$ cat config.mk
export PLATFORM = sky130hd
export DESIGN_NAME = rgb_to_hsv_pixel
export DESIGN_NICKNAME = d
export VERILOG_FILES = /design/src/rtl/rhsv_pkg.sv /design/src/rtl/rgb_to_hsv_pixel.sv /design/src/rtl/rhsv_front.sv /design/src/rtl/rhsv_div.sv
export SDC_FILE = /design/constraint.sdc
export NUM_CORES = 1
export LEC_CHECK = 0
export ABC_AREA = 1
export BUFFER_PORTS_ARGS = -buffer_cell sky130_fd_sc_hd__buf_2
export CAP_MARGIN = 30
export CORE_UTILIZATION = 65
export DETAILED_ROUTE_END_ITERATION = 16
export PLACE_DENSITY = 0.89
export SLEW_MARGIN = 20
export SYNTH_ARGS = -nofsm -noshare
export SYNTH_HDL_FRONTEND = slang
export SYNTH_SLANG_ARGS = --single-unit
$ cat constraint.sdc
create_clock -name i_clk -period 12.3 [get_ports i_clk]
set_input_delay 1.845 -clock i_clk [delete_from_list [all_inputs] [get_ports i_clk]]
set_output_delay 1.845 -clock i_clk [all_outputs]
set_load 0.01 [all_outputs]
$ cat src/rtl/rhsv_pkg.sv
// shared types and constants for the rgb to hsv pixel converter
package rhsv_pkg;

    // field widths
    localparam int COMP_W = 8;   // one colour component and v
    localparam int FRAC_W = 16;  // hue and saturation fractions
    localparam int HUE_W  = 11;  // 6c and the wrapped hue numerator
    localparam int DIFF_W = 10;  // signed difference of two components
    localparam int NUM_W  = 12;  // signed hue numerator before the wrap

    // quotient bits resolved by each divider stage, must divide FRAC_W
    localparam int DIV_BITS_PER_STAGE = 2;

    // register stages in the front end ahead of the dividers
    localparam int FRONT_STAGES = 2;

    // which component holds the maximum, ties resolved red, green, blue
    typedef enum logic [1:0] {
        SEC_RED,
        SEC_GREEN,
        SEC_BLUE
    } t_sector;

    // operands handed from the front end to the two dividers
    typedef struct packed {
        logic [COMP_W-1:0] sat_rem;  // top byte of c*65535, below v
        logic [FRAC_W-1:0] sat_low;  // low bits of c*65535
        logic [COMP_W-1:0] value;    // v, also the saturation divisor
        logic              v_zero;   // black pixel
        logic [HUE_W-1:0]  hue_num;  // wrapped numerator, below 6c
        logic [HUE_W-1:0]  hue_dvs;  // 6c
        logic              c_zero;   // grey pixel
        logic              last;
    } t_front;

endpackage

$ cat src/rtl/rgb_to_hsv_pixel.sv
// top level of the rgb to hsv pixel converter
//
//  port group      dir  timing            contents
//  start / busy    in   start & !busy     i_red, i_green, i_blue, i_last_pixel
//  o_strobe        out  one cycle pulse   o_hue, o_saturation, o_value, o_last_out
//
// one pixel per clock; each transaction passes through the two front stages and
// then the divider stages before its result comes out.
// busy is always low: the pipeline never stops and the receiver cannot stall.
// synchronous active low reset clears the valid bits only; results in flight
// at reset are dropped.
module rgb_to_hsv_pixel #(
    parameter int DIV_BITS = rhsv_pkg::DIV_BITS_PER_STAGE
) (
    input  logic                         i_clk,
    input  logic                         i_rst_n,
    input  logic                         start,
    output logic                         busy,
    input  logic [rhsv_pkg::COMP_W-1:0]  i_red,
    input  logic [rhsv_pkg::COMP_W-1:0]  i_green,
    input  logic [rhsv_pkg::COMP_W-1:0]  i_blue,
    input  logic                         i_last_pixel,
    output logic                         o_strobe,
    output logic [rhsv_pkg::FRAC_W-1:0]  o_hue,
    output logic [rhsv_pkg::FRAC_W-1:0]  o_saturation,
    output logic [rhsv_pkg::COMP_W-1:0]  o_value,
    output logic                         o_last_out
);

    localparam int LATENCY = rhsv_pkg::FRONT_STAGES + rhsv_pkg::FRAC_W / DIV_BITS;

    logic             w_front_vld;
    rhsv_pkg::t_front w_req;
    logic             w_sat_vld;
    logic             w_hue_vld;

    // pipeline takes a transaction every cycle
    assign busy = 1'b0;

    rhsv_front u_front (
        .i_clk   (i_clk),
        .i_rst_n (i_rst_n),
        .i_vld   (start && !busy),
        .i_red   (i_red),
        .i_green (i_green),
        .i_blue  (i_blue),
        .i_last  (i_last_pixel),
        .o_vld   (w_front_vld),
        .o_req   (w_req)
    );

    // saturation: c*65535 / v, v travels alongside
    rhsv_div #(
        .DVS_W  (rhsv_pkg::COMP_W),
        .Q_W    (rhsv_pkg::FRAC_W),
        .STEP   (DIV_BITS),
        .SIDE_W (rhsv_pkg::COMP_W)
    ) u_div_sat (
        .i_clk   (i_clk),
        .i_rst_n (i_rst_n),
        .i_vld   (w_front_vld),
        .i_rem   (w_req.sat_rem),
        .i_low   (w_req.sat_low),
        .i_dvs   (w_req.value),
        .i_zero  (w_req.v_zero),
        .i_side  (w_req.value),
        .o_vld   (w_sat_vld),
        .o_quo   (o_saturation),
        .o_side  (o_value)
    );

    // hue: num*65536 / 6c, last flag travels alongside
    rhsv_div #(
        .DVS_W  (rhsv_pkg::HUE_W),
        .Q_W    (rhsv_pkg::FRAC_W),
        .STEP   (DIV_BITS),
        .SIDE_W (1)
    ) u_div_hue (
        .i_clk   (i_clk),
        .i_rst_n (i_rst_n),
        .i_vld   (w_front_vld),
        .i_rem   (w_req.hue_num),
        .i_low   ('0),
        .i_dvs   (w_req.hue_dvs),
        .i_zero  (w_req.c_zero),
        .i_side  (w_req.last),
        .o_vld   (w_hue_vld),
        .o_quo   (o_hue),
        .o_side  (o_last_out)
    );

    assign o_strobe = w_sat_vld;

    // both divider lanes stay in step
    a_lanes_aligned: assert property (@(posedge i_clk) disable iff (!i_rst_n)
        w_sat_vld == w_hue_vld)
        else $error("divider lanes out of step");

    // every accepted transaction gives one result after the fixed latency
    a_latency: assert property (@(posedge i_clk) disable iff (!i_rst_n)
        (start && !busy) |-> ##LATENCY o_strobe)
        else $error("result missing after latency");

    // black pixel has zero saturation and hue
    a_black: assert property (@(posedge i_clk) disable iff (!i_rst_n)
        (o_strobe && o_value == '0) |-> (o_saturation == '0 && o_hue == '0))
        else $error("black pixel with non-zero hue or saturation");

    // zero saturation only for grey, where hue is zero too
    a_grey: assert property (@(posedge i_clk) disable iff (!i_rst_n)
        (o_strobe && o_saturation == '0) |-> (o_hue == '0))
        else $error("grey pixel with non-zero hue");

endmodule

$ cat src/rtl/rhsv_front.sv
// front end: max, min, sector choice, then chroma and divider operands
module rhsv_front (
    input  logic                          i_clk,
    input  logic                          i_rst_n,
    input  logic                          i_vld,
    input  logic [rhsv_pkg::COMP_W-1:0]   i_red,
    input  logic [rhsv_pkg::COMP_W-1:0]   i_green,
    input  logic [rhsv_pkg::COMP_W-1:0]   i_blue,
    input  logic                          i_last,
    output logic                          o_vld,
    output rhsv_pkg::t_front              o_req
);

    // stage a registers
    logic                         r_a_vld;
    logic [rhsv_pkg::COMP_W-1:0]  r_a_red, r_a_green, r_a_blue;
    logic [rhsv_pkg::COMP_W-1:0]  r_a_max, r_a_min;
    rhsv_pkg::t_sector            r_a_sec;
    logic                         r_a_last;

    logic [rhsv_pkg::COMP_W-1:0]  n_a_max, n_a_min;
    rhsv_pkg::t_sector            n_a_sec;

    // stage b registers
    logic                         r_b_vld;
    rhsv_pkg::t_front             r_b;
    rhsv_pkg::t_front             n_b;

    logic [rhsv_pkg::COMP_W-1:0]  w_c;
    logic [rhsv_pkg::HUE_W-1:0]   w_base;
    logic [rhsv_pkg::HUE_W-1:0]   w_six_c;
    logic signed [rhsv_pkg::DIFF_W-1:0] w_diff;
    logic signed [rhsv_pkg::NUM_W-1:0]  w_num;
    logic signed [rhsv_pkg::NUM_W-1:0]  w_num_wrap;
    logic [rhsv_pkg::COMP_W+rhsv_pkg::FRAC_W-1:0] w_sat_dvd;

    // largest and smallest component, sector by priority
    always_comb begin
        n_a_max = (i_red > i_green) ? i_red : i_green;
        n_a_max = (n_a_max > i_blue) ? n_a_max : i_blue;
        n_a_min = (i_red < i_green) ? i_red : i_green;
        n_a_min = (n_a_min < i_blue) ? n_a_min : i_blue;
        if (n_a_max == i_red) begin
            n_a_sec = rhsv_pkg::SEC_RED;
        end else if (n_a_max == i_green) begin
            n_a_sec = rhsv_pkg::SEC_GREEN;
        end else begin
            n_a_sec = rhsv_pkg::SEC_BLUE;
        end
    end

    always_ff @(posedge i_clk) begin
        if (!i_rst_n) begin
            r_a_vld <= 1'b0;
        end else begin
            r_a_vld <= i_vld;
        end
    end

    always_ff @(posedge i_clk) begin
        r_a_red   <= i_red;
        r_a_green <= i_green;
        r_a_blue  <= i_blue;
        r_a_max   <= n_a_max;
        r_a_min   <= n_a_min;
        r_a_sec   <= n_a_sec;
        r_a_last  <= i_last;
    end

    // chroma, signed hue numerator and its wrap into [0, 6c)
    always_comb begin
        w_c     = r_a_max - r_a_min;
        w_six_c = {1'b0, w_c, 2'b00} + {2'b00, w_c, 1'b0};
        case (r_a_sec)
            rhsv_pkg::SEC_RED: begin
                w_base = '0;
                w_diff = $signed({2'b00, r_a_green}) - $signed({2'b00, r_a_blue});
            end
            rhsv_pkg::SEC_GREEN: begin
                w_base = {2'b00, w_c, 1'b0};
                w_diff = $signed({2'b00, r_a_blue}) - $signed({2'b00, r_a_red});
            end
            rhsv_pkg::SEC_BLUE: begin
                w_base = {1'b0, w_c, 2'b00};
                w_diff = $signed({2'b00, r_a_red}) - $signed({2'b00, r_a_green});
            end
            default: begin
                w_base = '0;
                w_diff = '0;
            end
        endcase
        w_num      = $signed({1'b0, w_base}) + $signed({{2{w_diff[rhsv_pkg::DIFF_W-1]}}, w_diff});
        w_num_wrap = w_num[rhsv_pkg::NUM_W-1] ? (w_num + $signed({1'b0, w_six_c})) : w_num;
        // c*65535 as c*65536 - c
        w_sat_dvd  = {w_c, {rhsv_pkg::FRAC_W{1'b0}}} - {{rhsv_pkg::FRAC_W{1'b0}}, w_c};

        n_b.sat_rem = w_sat_dvd[rhsv_pkg::COMP_W+rhsv_pkg::FRAC_W-1:rhsv_pkg::FRAC_W];
        n_b.sat_low = w_sat_dvd[rhsv_pkg::FRAC_W-1:0];
        n_b.value   = r_a_max;
        n_b.v_zero  = (r_a_max == '0);
        n_b.hue_num = w_num_wrap[rhsv_pkg::HUE_W-1:0];
        n_b.hue_dvs = w_six_c;
        n_b.c_zero  = (w_c == '0);
        n_b.last    = r_a_last;
    end

    always_ff @(posedge i_clk) begin
        if (!i_rst_n) begin
            r_b_vld <= 1'b0;
        end else begin
            r_b_vld <= r_a_vld;
        end
    end

    always_ff @(posedge i_clk) begin
        r_b <= n_b;
    end

    assign o_vld = r_b_vld;
    assign o_req = r_b;

endmodule

$ cat src/rtl/rhsv_div.sv
// pipelined restoring divider, STEP quotient bits per stage
module rhsv_div #(
    parameter int DVS_W  = 8,
    parameter int Q_W    = 16,
    parameter int STEP   = 2,
    parameter int SIDE_W = 1
) (
    input  logic              i_clk,
    input  logic              i_rst_n,
    input  logic              i_vld,
    input  logic [DVS_W-1:0]  i_rem,     // upper dividend part, below divisor
    input  logic [Q_W-1:0]    i_low,     // lower dividend bits, msb first
    input  logic [DVS_W-1:0]  i_dvs,
    input  logic              i_zero,    // force a zero quotient
    input  logic [SIDE_W-1:0] i_side,
    output logic              o_vld,
    output logic [Q_W-1:0]    o_quo,
    output logic [SIDE_W-1:0] o_side
);

    localparam int NSTG = Q_W / STEP;

    logic              r_vld  [NSTG];
    logic [DVS_W-1:0]  r_rem  [NSTG];
    logic [Q_W-1:0]    r_low  [NSTG];
    logic [Q_W-1:0]    r_quo  [NSTG];
    logic [DVS_W-1:0]  r_dvs  [NSTG];
    logic              r_zero [NSTG];
    logic [SIDE_W-1:0] r_side [NSTG];

    for (genvar s = 0; s < NSTG; s++) begin : g_stg
        logic              w_vld;
        logic [DVS_W-1:0]  w_rem_in;
        logic [Q_W-1:0]    w_low_in;
        logic [Q_W-1:0]    w_quo_in;
        logic [DVS_W-1:0]  w_dvs;
        logic              w_zero;
        logic [SIDE_W-1:0] w_side;
        logic [DVS_W-1:0]  n_rem;
        logic [Q_W-1:0]    n_low;
        logic [Q_W-1:0]    n_quo;
        logic [DVS_W:0]    w_ext;

        // stage input from the ports or the previous stage
        if (s == 0) begin : g_first
            assign w_vld    = i_vld;
            assign w_rem_in = i_rem;
            assign w_low_in = i_low;
            assign w_quo_in = '0;
            assign w_dvs    = i_dvs;
            assign w_zero   = i_zero;
            assign w_side   = i_side;
        end else begin : g_next
            assign w_vld    = r_vld[s-1];
            assign w_rem_in = r_rem[s-1];
            assign w_low_in = r_low[s-1];
            assign w_quo_in = r_quo[s-1];
            assign w_dvs    = r_dvs[s-1];
            assign w_zero   = r_zero[s-1];
            assign w_side   = r_side[s-1];
        end

        // shift in one dividend bit, trial subtract, one quotient bit per step
        always_comb begin
            n_rem = w_rem_in;
            n_low = w_low_in;
            n_quo = w_quo_in;
            w_ext = '0;
            for (int k = 0; k < STEP; k++) begin
                w_ext = {n_rem, n_low[Q_W-1]};
                n_low = {n_low[Q_W-2:0], 1'b0};
                if (w_ext >= {1'b0, w_dvs}) begin
                    w_ext = w_ext - {1'b0, w_dvs};
                    n_quo = {n_quo[Q_W-2:0], 1'b1};
                end else begin
                    n_quo = {n_quo[Q_W-2:0], 1'b0};
                end
                n_rem = w_ext[DVS_W-1:0];
            end
        end

        always_ff @(posedge i_clk) begin
            if (!i_rst_n) begin
                r_vld[s] <= 1'b0;
            end else begin
                r_vld[s] <= w_vld;
            end
        end

        always_ff @(posedge i_clk) begin
            r_rem[s]  <= n_rem;
            r_low[s]  <= n_low;
            r_quo[s]  <= n_quo;
            r_dvs[s]  <= w_dvs;
            r_zero[s] <= w_zero;
            r_side[s] <= w_side;
        end
    end

    assign o_vld  = r_vld[NSTG-1];
    assign o_quo  = r_zero[NSTG-1] ? '0 : r_quo[NSTG-1];
    assign o_side = r_side[NSTG-1];

endmodule

==> metrics.txt, run 1 <==
gr ovfl total 0; Max-slew headroom 44.9%; Layout Nets 4,487; antenna-violating nets left 0; vias 26,000; GRT Overall Usage 27.6%; routed length per instance 14.5 um; Setup TNS 0 ns; # H-tree levels 2; Yosys warnings 0; skew final 0.0161 ns; register area 11,500 sq um; num rows 80; Initial Util 66.0%; clock slew at reported path FFs 0.06 ns; top fanout value on the critical path 32; CTS Buf Count 58; path type of the worst min-delay path reg -> reg; R2R Setup Slk 7.67 ns; Final setup viols 0; Critical R2R Launch u_front.r_a_max[0]; Area growth, synth to finish 9.11%; Post-DP HPWL 51,500 um; num ports 71; adder-cell share of the synthesized area 16.9%; Hold Crit Depth 0; CTS Sinks 575; FMAX 184 MHz; Synth Instances 3,962; top cells by area, synth dfxtp_1 (37%), ha_1 (15%), nand2_1 (9.7%), inv_1 (6.5%), a21oi_1 (4.9%); first-pass detailed-route iteration total 7; Final Hold Violating Endpoints 0; Worst Setup Start Kind input port; outcome complete, no violations; portion of netlist area occupied by mux cells 0.0357%; # DRC 0; largest family of logic cells by synthesized area simple AND/OR/NAND/NOR gates; #FFs+latches synth 575; syn nets 4,398; Core Region 47,700 sq um; number of DRC markers in iteration 0 1,945; global-route wire length before repair 114,000 um; RSZ-0062 raised after global routing false; routed wire length 68,500 um; Die W 222 um; Port Buf Inserts 69; CTS tree built; Post-CTS Resized 0; slew at the pin closest to its max-slew limit 0.826 ns; Post-Synth XOR/XNOR Area 6.28%; crit path kind in -> reg; Post-Syn Area 31,500 sq um; clk buf depth 3; routability congestion estimate 0.928; # Post-CTS Setup Buffers 0; max cap viols 0; Final Max Tran Viols 0; Mean Syn Cell Area 7.95 sq um; Synth Area in Compound Gates 12.7%; simple-gate area share of the yosys netlist 19.6%; crit path DAT 5.94 ns; Multi-input gate area 17,500 sq um; min Tclk post-route 5.43 ns; count of filler cells inserted in the layout 3,559; post-cts hold buffer count 0; post-synthesis sequential area ratio 36.5%; Distinct cells, synth 72; final period utilization 44.1%; r2r endpoint u_front.o_req[23]; Root Driver clkbuf_16; crit path to u_front.r_a_sec[0]; via/cell ratio 5.52; die height 222 um; Worst setup startpoint i_green[7]; R2R depth 26; Fin Hold WS 0.318 ns; n_diodes 0; Die ar. 49,400 sq um; clock latency at the later pin of the worst-skew pair 0.63 ns; CP Capture Type flip-flop; layout cells sized above 1 7.24%; Worst Path Required 12.81 ns; post-synth top area cell dfxtp_1; vias in the first global route 25,200; Yosys top cell area share 36.5%; initial antenna violation count 0; largest net degree at the start of global routing 33
## synthesized netlist by cell type (all sizes together)
library cell,count
inv,574
a31o,2
o31ai,3
a221oi,3
xnor2,67
nor2,222
nand3,204
o2111ai,2
o21a,7
o31a,5
nor4,8
a41oi,4
o21bai,23
and2,1
buf,31
clkbuf,10
conb,1
fa,31
o311ai,12
mux2,1
a211oi,7
nor3b,4
o221ai,3
nand3b,3
nand2,840
o22ai,4
nand4,54
and3b,1
nor3,57
clkinv,3
or2,24
a21oi,314
o41ai,1
ha,377
and3,4
a31oi,12
a21boi,1
or4,1
o21ai,276
xor2,158
o211ai,11
dfxtp,575
a21o,20
nor4b,1
## sequential cells by signal (all words and copies together) (netlist names), 53 cells and up
signal           count
u_div_sat.r_rem     56
u_div_hue.r_quo     72
u_div_hue.r_dvs     58
u_div_sat.r_low     53
u_div_hue.r_rem     70
u_front.o_req       53
u_div_sat.r_quo     72
u_div_sat.r_dvs     61
## critical path, cell delays in order
cell	delay, ns
buf_2	0.13
inv_1	0.09
ha_1	0.30
nand2_1	0.08
nor2_1	0.19
nand2_1	0.09
nand2_2	0.43
nand2_2	0.36
nand2_1	0.18
nand2_1	0.07
ha_1	0.29
nand2_1	0.05
inv_1	0.06
nand3_1	0.08
inv_1	0.06
nand2_1	0.08
a21oi_4	0.44
inv_2	0.26
nand2_1	0.19
nand2_1	0.12
nand2_1	0.08
nand2_1	0.05
nor2_1	0.13
nand2_1	0.07
nor2_1	0.13
nor2_1	0.05
## cell type report
type                    count  area share (%)
inverters                 577            6.34
multi-input cells        2769            50.9
clock buffers              77            4.72
well taps                 615            2.24
flip-flops and latches    575            33.5
repair buffers             70            1.03
clock inverters            33            1.25
## layer usage
metal / GRT usage, % / up-vias / part of all wire (%)
met5: 0 / - / 0
met4: 10.5 / 0 / 3.6
met3: 4.09 / 190 / 5.2
met2: 49.9 / 753 / 48
met1: 32.8 / 11900 / 43
li1: - / 13200 / -
## per-stage QoR
| stage | setup WS (ns) | utilization, % | cells | cell area [sq um] |
|---|---|---|---|---|
| 2_1_floorplan | 7.61 | - | 3962 | 31500 |
| 3_3_place_gp | 6.43 | 67.7 | 4606 | 32300 |
| 3_5_place_dp | 6.39 | 67.7 | 4606 | 32300 |
| 4_1_cts | 7.00 | 72.0 | 4716 | 34400 |
| 5_1_grt | 6.47 | 72.0 | 4716 | 34400 |
| 6_report | 6.87 | 72.0 | 4716 | 34400 |
## worst min-delay path by stage
| stage | endpoint | start | slack, ns |
|---|---|---|---|
| CTS | u_div_sat.r_low[0][26] | u_div_sat.r_low[0][10] | 0.32 |
| detailed placement | u_div_hue.r_quo[0][50] | u_div_hue.r_quo[0][32] | 0.31 |
| floorplan | u_div_hue.r_quo[0][18] | u_div_hue.r_quo[0][0] | 0.31 |
| global placement | u_div_hue.r_side[1][1] | u_div_hue.r_side[1][0] | 0.31 |
| global route | u_div_sat.r_low[1][23] | u_div_sat.r_low[1][7] | 0.33 |
| finish | u_div_sat.r_low[0][26] | u_div_sat.r_low[0][10] | 0.32 |
## placed cells by master (no fill, tap or decap), types with 11 or more instances in the layout
cell type,n
nor2_1,216
inv_2,20
ha_1,377
nand2_1,814
nand4_1,53
o21ai_2,12
nand2_2,23
a21o_1,20
o21ai_1,40
fa_1,31
buf_2,69
o21ai_0,223
xnor2_1,67
a31oi_1,12
xor2_1,157
nand3_2,11
a21oi_1,308
nand3_1,193
nor3_1,54
inv_1,548
dfxtp_1,575
or2_2,20
o311ai_0,12
o21bai_1,20
clkbuf_16,58
## cell families after synthesis
kind of cell,after synthesis
DFF,575
AOI/OAI and AO/OA,710
xor gates and xnor gates,225
adders and majority gates,408
and+or+nand+nor,1424
buffers and inverters,618
other,1
muxes,1
Power of run 1 is left out: the tool's default activity adds up to more than one toggle a clock period on the data nets, which glitch-free logic cannot reach.
==> inputs of run 2 (changes only) <==
--- a/config.mk
+++ b/config.mk
@@ -8,9 +8,9 @@
 export ABC_AREA = 1
 export BUFFER_PORTS_ARGS = -buffer_cell sky130_fd_sc_hd__buf_2
 export CAP_MARGIN = 30
-export CORE_UTILIZATION = 65
+export CORE_UTILIZATION = 64
 export DETAILED_ROUTE_END_ITERATION = 16
-export PLACE_DENSITY = 0.89
+export PLACE_DENSITY = 0.88
 export SLEW_MARGIN = 20
 export SYNTH_ARGS = -nofsm -noshare
 export SYNTH_HDL_FRONTEND = slang
==> constraint.sdc (replaced) <==
create_clock -name i_clk -period 5.1 [get_ports i_clk]
set_input_delay 0.765 -clock i_clk [delete_from_list [all_inputs] [get_ports i_clk]]
set_output_delay 0.765 -clock i_clk [all_outputs]
set_load 0.01 [all_outputs]
==> metrics.txt, run 2 (same netlist as run 1, synthesis figures left out) <==
Final Hold Violating Endpoints 0 (unchanged); Root Driver clkbuf_16; routed wire length 67,700 um (-1.1%); most frequent cells in the layout nand2_1 (814), dfxtp_1 (575), inv_1 (548); num rows 80 (unchanged); Worst Path Required 5.61 ns (-7.20 ns); CTS Buf Count 56 (-3.4%); Die ar. 50,100 sq um (+1.5%); skew final 0.0206 ns (+0.00451 ns); layout cells sized above 1 7.26% (+0.023 points); Die W 224 um (+0.77%); # H-tree levels 2 (unchanged); critical hold path startpoint i_last_pixel; Worst Setup Start Kind flip-flop; global-route wire length before repair 114,000 um (-0.40%); count of filler cells inserted in the layout 3,767 (+5.8%); post-layout util 71.4% (-0.58 points); FMAX 222 MHz; most used cell, CP nand2_1; Final setup viols 0 (unchanged); vias in the first global route 25,100 (-0.036%); CP max stage delay 0.37 ns (-0.07 ns); most common cell after layout, fill and taps aside nand2_1; clock slew at reported path FFs 0.06 ns (about the same); gr ovfl total 0 (unchanged); routability congestion estimate 0.934 (+0.66%); num ports 71 (unchanged); number of DRC markers in iteration 0 1,556 (-20%); # DRC 0 (unchanged); Crit-path slowest cell ha_1; first-pass detailed-route iteration total 7 (unchanged); Post-CTS Resized 0 (unchanged); Largest regs u_div_hue.r_quo (72), u_div_sat.r_quo (72), u_div_hue.r_rem (70); final period utilization 88.4%; Hold EP u_front.r_a_last; outcome complete, no violations; max cap viols 0 (unchanged); RSZ-0062 raised after global routing false; CP Capture Type flip-flop; min Tclk post-route 4.51 ns; Hold Crit Depth 1 (+1); Critical R2R Launch u_front.r_a_max[0]; Max-slew headroom 53.2% (+8.3 points); n_diodes 0 (unchanged); vias 26,000 (-0.085%); Layout Nets 4,490 (+0.067%); # Post-CTS Setup Buffers 0 (unchanged); slew at the pin closest to its max-slew limit 0.701 ns (-0.126 ns); clk buf depth 3 (unchanged); R2R depth 30 (+15%); CTS tree built; antenna-violating nets left 0 (unchanged); r2r endpoint u_front.o_req[23]; Area growth, synth to finish 9.15% (about the same); Post-DP HPWL 51,600 um (+0.10%); Initial Util 65.4% (-0.55 points); Final Max Tran Viols 0 (unchanged); Setup TNS 0 ns (unchanged); crit path kind reg -> reg; routed length per instance 14.2 um (-2.0%); clock latency at the later pin of the worst-skew pair 0.62 ns (about the same); Port Buf Inserts 69 (unchanged); Core Region 48,100 sq um (+0.84%); crit path DAT 5.01 ns (-0.93 ns); R2R Setup Slk 0.59 ns (-7.08 ns); die height 224 um (+0.77%); CTS Sinks 575 (unchanged); largest net degree at the start of global routing 32 (-3.0%); post-cts hold buffer count 0 (unchanged); via/cell ratio 5.46 (-0.97%); top fanout value on the critical path 6 (-81%); path type of the worst min-delay path in -> reg; initial antenna violation count 0 (unchanged); register area 11,500 sq um (unchanged); GRT Overall Usage 27.3% (-0.34 points); Multi-input gate area 17,500 sq um (unchanged)
[run 2: routing by layer]
layer  routed length (um)  track usage (%)  part of all wire [%]  vias up
met5                    0                0                     0        -
met4                 2600             11.8                   3.8        0
met3                 3360             3.91                   5.0      194
met2                32800             48.7                    48      736
met1                28900             32.5                    43    11800
li1                     -                -                     -    13200
[run 2: layout make-up]
| type | count | area share (%) |
|---|---|---|
| clock inverters | 32 | 1.21 |
| multi-input cells | 2769 | 50.9 |
| well taps | 656 | 2.39 |
| clock buffers | 74 | 4.53 |
| repair buffers | 75 | 1.14 |
| flip-flops and latches | 575 | 33.5 |
| inverters | 577 | 6.34 |
[run 2: metrics by stage]
step / area, sq um / setup slack (ns) / std cells / hold slack, ns
after floorplan: 31500 / 1.16 / 3962 / 0.310
after CTS: 34400 / 0.640 / 4758 / 0.207
final: 34400 / 0.591 / 4758 / 0.247
after detailed placement: 32400 / 0.778 / 4652 / 0.312
after global routing: 34400 / 0.0642 / 4758 / 0.213
after global placement: 32400 / 0.847 / 4652 / 0.310
[run 2: worst max-delay path by stage]
| stage | from | endpoint | cells past startpoint |
|---|---|---|---|
| 4_1_cts | u_front.r_a_max[0] | u_front.o_req[23] | 30 |
| 3_3_place_gp | u_front.r_a_green[0] | u_front.o_req[23] | 30 |
| 5_1_grt | u_front.r_a_max[0] | u_front.o_req[23] | 30 |
| 3_5_place_dp | u_front.r_a_max[0] | u_front.o_req[23] | 30 |
| 2_1_floorplan | u_front.r_a_green[0] | u_front.o_req[23] | 30 |
| 6_report | u_front.r_a_max[0] | u_front.o_req[23] | 30 |
[run 2: worst max-delay path: cells and delay by family, from the launching register on]
| family | cells | cell delay, ns |
|---|---|---|
| buf+inv | 5 | 0.45 |
| compound gates | 5 | 0.55 |
| flops | 1 | 0.35 |
| xor+xnor | 2 | 0.33 |
| simple gates | 14 | 1.61 |
| fa+ha+maj | 4 | 1.11 |
Power of run 2 is left out for the same reason.
